**src/hdl/indexed_list_store_top_assert.svh**
```systemverilog
// ----------------------------------------------------------------------------
// Indexed list store assertion macros
// Shorthand for clocked, reset-qualified concurrent checks.
// ----------------------------------------------------------------------------
`ifndef INDEXED_LIST_STORE_TOP_ASSERT_SVH
`define INDEXED_LIST_STORE_TOP_ASSERT_SVH

// Same-cycle implication, checked on every rising edge outside reset.
`define ILS_ASSERT_NOW(label, ante, cons, msg) \
  label: assert property (@(posedge clk) disable iff (rst) (ante) |-> cons) \
    else $error(msg);

// Next-cycle implication, checked on every rising edge outside reset.
`define ILS_ASSERT_NEXT(label, ante, cons, msg) \
  label: assert property (@(posedge clk) disable iff (rst) (ante) |=> cons) \
    else $error(msg);

`endif

```
**src/hdl/ils_pkg.sv**
```systemverilog
// ----------------------------------------------------------------------------
// Indexed list store package
// Sizes, operation and status codes, and the control bundle sent to the cells.
// ----------------------------------------------------------------------------
package ils_pkg;

  localparam int DEPTH  = 64;
  localparam int ELEM_W = 32;
  localparam int IDX_W  = $clog2(DEPTH);
  localparam int CNT_W  = $clog2(DEPTH + 1);
  // Signed width wide enough for a position and minus the length.
  localparam int RES_W  = ((CNT_W > 8) ? CNT_W : 8) + 2;

  localparam logic [2:0] OP_GET       = 3'd0;
  localparam logic [2:0] OP_INSERT    = 3'd1;
  localparam logic [2:0] OP_PUSH      = 3'd2;
  localparam logic [2:0] OP_POP       = 3'd3;
  localparam logic [2:0] OP_REMOVE    = 3'd4;
  localparam logic [2:0] OP_REMOVE_UN = 3'd5;
  localparam logic [2:0] OP_FIND      = 3'd6;
  localparam logic [2:0] OP_CLEAR     = 3'd7;

  localparam logic [1:0] ST_OK        = 2'd0;
  localparam logic [1:0] ST_NOT_FOUND = 2'd1;
  localparam logic [1:0] ST_FULL      = 2'd2;
  localparam logic [1:0] ST_EMPTY     = 2'd3;

  typedef struct packed {
    logic              exec;
    logic              ins_en;
    logic              rem_en;
    logic              unst_en;
    logic [CNT_W-1:0]  pos;
    logic [CNT_W-1:0]  count;
    logic [ELEM_W-1:0] value;
  } ils_ctrl_t;

endpackage

```
**src/hdl/ils_cell.sv**
```systemverilog
// ----------------------------------------------------------------------------
// Indexed list store cell
// Holds one element, shifts with its neighbors and compares against a key.
// ----------------------------------------------------------------------------
module ils_cell (
  input  logic                      clk,
  input  ils_pkg::ils_ctrl_t        ctrl,
  input  logic [ils_pkg::CNT_W-1:0] slot,
  input  logic [ils_pkg::ELEM_W-1:0] prev_elem,
  input  logic [ils_pkg::ELEM_W-1:0] next_elem,
  input  logic [ils_pkg::ELEM_W-1:0] tail_elem,
  output logic [ils_pkg::ELEM_W-1:0] elem,
  output logic                      match,
  output logic [ils_pkg::ELEM_W-1:0] rd_pos,
  output logic [ils_pkg::ELEM_W-1:0] rd_last
);
  import ils_pkg::*;

  logic [CNT_W-1:0] slot_inc;

  assign slot_inc = slot + CNT_W'(1);

  always_ff @(posedge clk) begin
    if (ctrl.exec) begin
      match <= (elem == ctrl.value) && (slot < ctrl.count);
    end
    if (ctrl.ins_en) begin
      if (slot == ctrl.pos) begin
        elem <= ctrl.value;
      end else if ((slot > ctrl.pos) && (slot <= ctrl.count)) begin
        elem <= prev_elem;
      end
    end else if (ctrl.rem_en) begin
      if ((slot >= ctrl.pos) && (slot_inc < ctrl.count)) begin
        elem <= next_elem;
      end
    end else if (ctrl.unst_en) begin
      // The hole is filled from the tail unless the hole is the tail.
      if ((slot == ctrl.pos) && (slot_inc < ctrl.count)) begin
        elem <= tail_elem;
      end
    end
  end

  assign rd_pos  = (slot == ctrl.pos) ? elem : '0;
  assign rd_last = (slot_inc == ctrl.count) ? elem : '0;

endmodule

```
**config.mk**
```make
export PLATFORM = sky130hd
export DESIGN_NAME = ils_cell
export DESIGN_NICKNAME = d
export VERILOG_FILES = /design/src/hdl/indexed_list_store_top_assert.svh /design/src/hdl/ils_pkg.sv /design/src/hdl/ils_cell.sv
export SDC_FILE = /design/constraint.sdc
export NUM_CORES = 1
export LEC_CHECK = 0
export BUFFER_PORTS_ARGS = -buffer_cell sky130_fd_sc_hd__buf_2
export CELL_PAD_IN_SITES_DETAIL_PLACEMENT = 1
export CELL_PAD_IN_SITES_GLOBAL_PLACEMENT = 2
export CORE_MARGIN = 2
export CORE_UTILIZATION = 20
export CTS_BUF_LIST = sky130_fd_sc_hd__clkbuf_4
export DETAILED_ROUTE_END_ITERATION = 10
export PLACE_DENSITY_LB_ADDON = 0.1
export SLEW_MARGIN = 20
export SYNTH_ARGS = -nofsm -noshare
export SYNTH_HDL_FRONTEND = slang
export SYNTH_SLANG_ARGS = --single-unit
```
**constraint.sdc**
```tcl
create_clock -name clk -period 4.9 [get_ports clk]
set_clock_uncertainty 0.05 [all_clocks]
set_input_delay 0.98 -clock clk [delete_from_list [all_inputs] [get_ports clk]]
set_output_delay 0.98 -clock clk [all_outputs]
set_load 0.05 [all_outputs]
```
==> summary.md, run 1 <==
| Metric | Value |
|---|---|
| Sequential area share after synthesis | 28.7% |
| DRT Wirelength | ~15 mm |
| Final period util | 82.0% |
| First-pass GRT wire length | 21.9 mm |
| CTS root buf | clkbuf_4 |
| Layout cell share with drive strength beyond 1 | 44.0% |
| Slew Limit Fails | 0 |
| CP Launch Type | primary input |
| Skew-Pair Late Insertion Delay | 380 ps |
| Ys async rst share | 0% |
| Clock Sinks | 33 |
| Unrepaired setup endpoints after global routing | false |
| Gpl congestion | between 0.7 and 0.8 |
| Rel. slew slack | 56.7% |
| Clock buffer count from CTS | 5 |
| Cells on worst reg2reg path | 4 |
| Power Dens Cells | approximately 210 nW/µm² |
| Nets@finish | 791 |
| Dpl ws | 820 ps |
| Post-synth top flop | edfxtp_1 |
| Placed cells | between 800 and 900 |
| H-tree depth | 2 |
| Die width | 135 µm |
| Post-CTS Setup Inserts | 0 |
| Synth area leaders | edfxtp_1 (29%), and2_1 (12%), mux2i_1 (9.3%) |
| CTS tree | yes |
| Status | finished, final reports clean |
| Antenna Nets Post-Route | 0 |
| Commonest cells in the netlist | and2_1 (64), a21oi_1 (37), a211oi_1 (36) |
| Post-Syn Area | roughly 3500 µm² |
| Max Cap Violations | 0 |
| Hold Violations, Final | 0 |
| Post-CTS Resized | 0 |
| WS Path Type | in -> out |
| Post-CTS Hold Fix Bufs | 0 |
| Routed WL per cell | 17.4 µm |
| Worst vdd ir | roughly 0.00008 V |
| Leading area contributor after synthesis | edfxtp_1 |
| Synthesized Nets | ~550 |
| Hold Path Class | in -> reg |
| Port bufs | 250 |
| Yosys top cell area share | 28.7% |
| CTS max path bufs | 2 |
| Initial Util | around 20% |
| Via count | 3605 |
| Non-filler instance count after layout | 844 |
| Avg Cell Area, Syn | slightly above 9 µm² |
| Final worst slack | about 880 ps |
| Grt total ovfl | 0 |
| Max Fclk | roughly 0.25 GHz |
| GRT Util Overall | 16.0% |
| Via/cell ratio | about 4.3 |
| CP arrival | 2990 ps |
| Seq cells post-synth | 33 |
| Die Y | 135 µm |
| Synth cell types | 32 |
| Worst-Margin Slew | ~650 ps |
| Nature of the critical path endpoint | output port |
| Initial antenna violation count | 3 |
| # fillers | 2102 |
| CP Max Fanout | 18 |
| Worst endpoint required time | 3870 ps |
| Drt initial violations | 80 |
| Ports | about 250 |
| Final Setup Violations | 0 |
| Hold Crit Depth | 1 |
| DRC violations left | 0 |
| Clock-pin slew on the worst setup and hold paths | 110 ps |
| Count leader, synth | and2_1 |
| DP HPWL | approximately 12 mm |
| CORE AREA | 17100 µm² |
| Pleak | 2.40 nW |
| Area Growth Syn to Fin | 44.8% |
| DR pass1 iterations | 4 |
| Site Rows | 48 |
| Post-synth EDFFs | 33 |
| Gate count after technology mapping | around 370 |
| YS warnings | 0 |
| Largest net degree at the start of global routing | 65 |
| Setup slack, reg-to-reg | 3170 ps |
| Final min period | 4020 ps |
| TNS Setup | 0 ps |
| Full die area | 18400 µm² |
| Vias in the first global route | 3834 |
[cell usage in the layout (no fill, tap or decap), drive strengths merged, types with 2 or more instances in the layout]
cell type / n
nor4: 9
mux2i: 32
diode: 3
a21o: 2
a21oi: 37
xnor2: 2
nand4: 6
clkinv: 3
nand2: 2
inv: 15
clkbuf: 5
nand3b: 3
nor2: 4
nand3: 4
and2: 64
ha: 22
edfxtp: 33
o21ai: 3
buf: 258
a211oi: 36
o21bai: 2
xor2: 35
nor2b: 32
nor3: 3
[path summary, 6_finish.rpt]
kind | start | endpoint
worst min-delay path | ctrl[49] | match$_DFFE_PP_
worst min register to register | elem[10]$_DFFE_PP_ | match$_DFFE_PP_
worst max register to register | elem[20]$_DFFE_PP_ | match$_DFFE_PP_
worst max-delay path | slot[0] | rd_last[19]
[registers in the layout (all words and copies together) (netlist names)]
signal	cells
match	1
elem	32
[through the flow]
step	total power [mW]	utilization, %	hold slack (ps)	cell area (µm²)
2_1_floorplan	0.708	-	1040	3460
3_5_place_dp	0.902	28.9	916	4940
6_report	1.06	29.2	752	5010
4_1_cts	1.08	29.2	718	5000
5_1_grt	1.14	29.2	719	5010
3_3_place_gp	0.895	28.9	879	4940
[cell families (layout without fill, tap and decap cells)]
| group | Yosys count | in the layout | share of synthesized area, % |
|---|---|---|---|
| compound gates | 84 | 84 | 15.5 |
| other cells | 0 | 3 | 0 |
| simple gates | 127 | 127 | 23.6 |
| xor+xnor | 37 | 37 | 9.37 |
| buf+inv | 38 | 281 | 5.64 |
| flops | 33 | 33 | 28.7 |
| fa+ha+maj | 22 | 22 | 7.96 |
| mux | 32 | 32 | 9.26 |
[layout make-up]
type | count | area [µm²] | share of cell area [%]
Clock inverter | 3 | 17.5 | 0.350
Tap cell | 225 | 282 | 5.62
Clock buffer | 5 | 37.5 | 0.750
Antenna cell | 3 | 7.51 | 0.150
Multi-Input combinational cell | 302 | 2290 | 45.8
Inverter | 15 | 56.3 | 1.12
Sequential cell | 33 | 991 | 19.8
Timing Repair Buffer | 258 | 1320 | 26.4
[worst max-delay path: stages]
cell and delay (ps):
buf_2 130, ha_1 230, nand3_1 90, nor2_1 50
xor2_1 140, ha_1 290, nand4_1 170, nor3_4 230
buf_4 250, and2_1 160, buf_2 260
[power by group]
group          internal, mW  total, mW  switching (mW)
Clock                0.0544      0.174           0.120
Sequential            0.364      0.410          0.0458
Combinational         0.152      0.474           0.321
[per-layer routing]
layer / wire (µm) / global-route usage [%] / vias to the layer above
met5: 0 / 0 / -
met4: 122 / 4.05 / 0
met3: 731 / 3.37 / 6
met2: 7790 / 29.8 / 116
met1: 6060 / 18.7 / 1653
li1: - / - / 1830
(Power assumes the default switching activity.)
==> run 2: changes to the inputs <==
==> constraint.sdc (replaced) <==
create_clock -name clk -period 3.56 [get_ports clk]
set_clock_uncertainty 0.05 [all_clocks]
set_input_delay 0.712 -clock clk [delete_from_list [all_inputs] [get_ports clk]]
set_output_delay 0.712 -clock clk [all_outputs]
set_load 0.05 [all_outputs]
==> run 2 against run 1 <==
  * Via count grew 3.5%
  * Sequential power up 38%
  * Clock power grew 51%
  * Largest power group unchanged
  * Non-clock buffer count increased by 1
  * Sequential share of layout area shrank 0.30 points
  * Setup slack worse by 720 ps
  * Die area stayed put
  * Combinational power grew 39%
  * Global-route usage increased by 0.20 points
==> summary.md, run 2 (synthesized netlist as in run 1, its figures left out) <==
| Metric | Value |
|---|---|
| Status | finished, final reports clean (unchanged) |
| GRT Util Overall | 16.2% (was 16.0%) |
| Hold Violations, Final | 0 (unchanged) |
| Die width | 135 µm (unchanged) |
| Clock buffer count from CTS | 5 (unchanged) |
| Unrepaired setup endpoints after global routing | false (unchanged) |
| CTS root buf | clkbuf_4 (unchanged) |
| Slowest-stage cell, CP | ha_1 (unchanged) |
| Clock Sinks | 33 (unchanged) |
| Final Setup Violations | 0 (unchanged) |
| Setup slack, reg-to-reg | 1480 ps (was 3170 ps) |
| Vias in the first global route | 3876 (was 3834) |
| Min Hold Slack | 474 ps (was 752 ps) |
| H-tree depth | 2 (unchanged) |
| Most common cell after layout, fill and taps aside | buf_2 (unchanged) |
| DRT Wirelength | 15.1 mm (was 14.7 mm) |
| Worst-Margin Slew | 684 ps (was 650 ps) |
| WS Path Type | in -> out (unchanged) |
| Initial antenna violation count | 3 (unchanged) |
| Hold Path Sink | match$_DFFE_PP_ (unchanged) |
| Post-CTS Hold Fix Bufs | 0 (unchanged) |
| Port bufs | 250 (unchanged) |
| Full die area | 18400 µm² (unchanged) |
| Commonest non-fill, non-tap cells in the layout | buf_2 (235), and2_1 (64), a21oi_1 (37) (was buf_2 (250), and2_1 (64), a21oi_1 (37)) |
| TNS Setup | 0 ps (unchanged) |
| Power Dens Cells | 293 nW/µm² (was 211 nW/µm²) |
| Skew-Pair Late Insertion Delay | 380 ps (about the same) |
| Biggest regs | elem x32, match x1 (unchanged) |
| Internal | 0.809 mW (was 0.571 mW) |
| Reg2Reg Capture Point | match$_DFFE_PP_ (unchanged) |
| Site Rows | 48 (unchanged) |
| CP Launch Type | primary input (unchanged) |
| Die Y | 135 µm (unchanged) |
| Antenna Nets Post-Route | 0 (unchanged) |
| Max Cap Violations | 0 (unchanged) |
| Rel. slew slack | 54.4% (was 56.7%) |
| Final period util | 95.4% |
| Core Util, Final | 29.7% (was 29.2%) |
| Post-route cell area | 5080 µm² (was 5010 µm²) |
| Total power | 1.49 mW (was 1.06 mW) |
| Nets@finish | 792 (was 791) |
| Via/cell ratio | 4.42 (was 4.27) |
| Clock-pin slew on the worst setup and hold paths | 120 ps (was 110 ps) |
| Post-place instance area | 4980 µm² (was 4940 µm²) |
| Drt initial violations | 82 (was 80) |
| Comb pwr share | 44.4% (was 44.8%) |
| Pleak | 2.40 nW (about the same) |
| Ports | 251 (unchanged) |
| Final min period | 3400 ps |
| Initial Util | 20.2% (unchanged) |
| Slew Limit Fails | 0 (unchanged) |
| Routed WL per cell | 17.9 µm (was 17.4 µm) |
| Worst R2R Start | elem[7]$_DFFE_PP_ (was elem[20]$_DFFE_PP_) |
| CP delay by family, top | simple AND/OR/NAND/NOR gates (unchanged) |
| Nature of the critical path endpoint | output port (unchanged) |
| Worst vdd ir | 0.000116 V (was 0.0000809 V) |
| Crit path largest cell delay | 290 ps (about the same) |
| CP Max Fanout | 18 (unchanged) |
| Area Growth Syn to Fin | 47.0% (was 44.8%) |
| Post-CTS Setup Inserts | 0 (unchanged) |
| DRC violations left | 0 (unchanged) |
| DP HPWL | 12.3 mm (was 12.0 mm) |
| Hold Crit Depth | 1 (unchanged) |
| Top reg by flops | elem (unchanged) |
| Min-delay src | ctrl[49] (unchanged) |
| First-pass GRT wire length | 22.2 mm (was 21.9 mm) |
| Max reg flops | 32 (unchanged) |
| CP arrival | 2630 ps (was 2990 ps) |
| DR pass1 iterations | 4 (unchanged) |
| CTS max path bufs | 2 (unchanged) |
| Post-CTS Resized | 0 (unchanged) |
| Sequential power share | 38.0% (was 38.8%) |
| Grt total ovfl | 0 (unchanged) |
| Layout cell share with drive strength beyond 1 | 44.2% (was 44.0%) |
| Via count | 3730 (was 3605) |
| CORE AREA | 17100 µm² (unchanged) |
| Gpl congestion | 0.761 (was 0.737) |
| Hold Path Class | in -> reg (unchanged) |
| P_sw | 0.678 mW (was 0.487 mW) |
| Crit path buffers/inverters | 3 (unchanged) |
| Max Fclk | 0.294 GHz |
| Net Sw Frac | 45.6% (was 46.0%) |
| Largest net degree at the start of global routing | 59 (was 65) |
| Clock network fraction of design power | 17.6% (was 16.4%) |
| Cells on worst reg2reg path | 4 (unchanged) |
| CP cell instances | buf_2, ha_1, nand3_1, nor2_1, xor2_1, ha_1, nand4_1, nor3_4, buf_6, and2_1, buf_2 (was buf_2, ha_1, nand3_1, nor2_1, xor2_1, ha_1, nand4_1, nor3_4, buf_4, and2_1, buf_2) |
| Worst endpoint required time | 2800 ps (was 3870 ps) |
| CTS tree | yes (unchanged) |
[run 2: cell types whose count changed in the layout (fill, tap and decap cells not counted)]
cell and change:
clkinvlp_4 +1, clkbuf_4 +17, buf_12 +2, clkinv_1 -1
buf_6 +2, clkinv_4 -1, diode_2 -2, buf_2 -15
clkinv_2 -1, buf_4 -3
[run 2: worst register-to-register path: stages (launching register included)]
cell and delay, ps:
edfxtp_1 460, xor2_1 200, nor4_1 510, nand4_1 270, nor4_1 360
[run 2: layer usage]
metal | share of wire [%] | GRT usage, % | up-vias | routed length [µm]
li1 | - | - | 1824 | -
met1 | 44 | 20.1 | 1752 | 6580
met2 | 49 | 28.4 | 138 | 7360
met3 | 6.2 | 3.97 | 14 | 939
met4 | 1.1 | 3.82 | 2 | 168
met5 | 0.086 | 0 | - | 13
[run 2: layout make-up]
cell class	count	area, µm²
flip-flops and latches	33	991
well taps	225	282
inverters	15	56.3
fillers	2122	12000
diodes	1	2.50
clock buffers	7	52.6
clock inverters	1	7.51
repair buffers	259	1400
multi-input cells	302	2290
[run 2: how the worst max path moves through the flow]
stage             from                end  cells after the start
2_1_floorplan  slot[0]  elem[0]$_DFFE_PP_                      9
3_3_place_gp   slot[0]        rd_last[15]                     11
3_5_place_dp   slot[0]        rd_last[18]                     11
4_1_cts        slot[0]        rd_last[18]                     11
5_1_grt        slot[0]        rd_last[13]                     11
6_report       slot[0]        rd_last[18]                     11
[run 2: power groups by stage]
stage | clock network (mW) | registers [mW] | logic, mW
2_1_floorplan | 0 | 0.751 | 0.226
3_3_place_gp | 0 | 0.574 | 0.669
3_5_place_dp | 0 | 0.578 | 0.673
4_1_cts | 0.283 | 0.569 | 0.676
5_1_grt | 0.286 | 0.579 | 0.717
6_report | 0.262 | 0.565 | 0.660
[run 2: per-stage QoR]
stage	instances	setup slack [ps]
global route	843	24.8
floorplan	373	241
CTS	842	55.9
finish	843	163
detailed placement	834	60.7
global placement	834	110
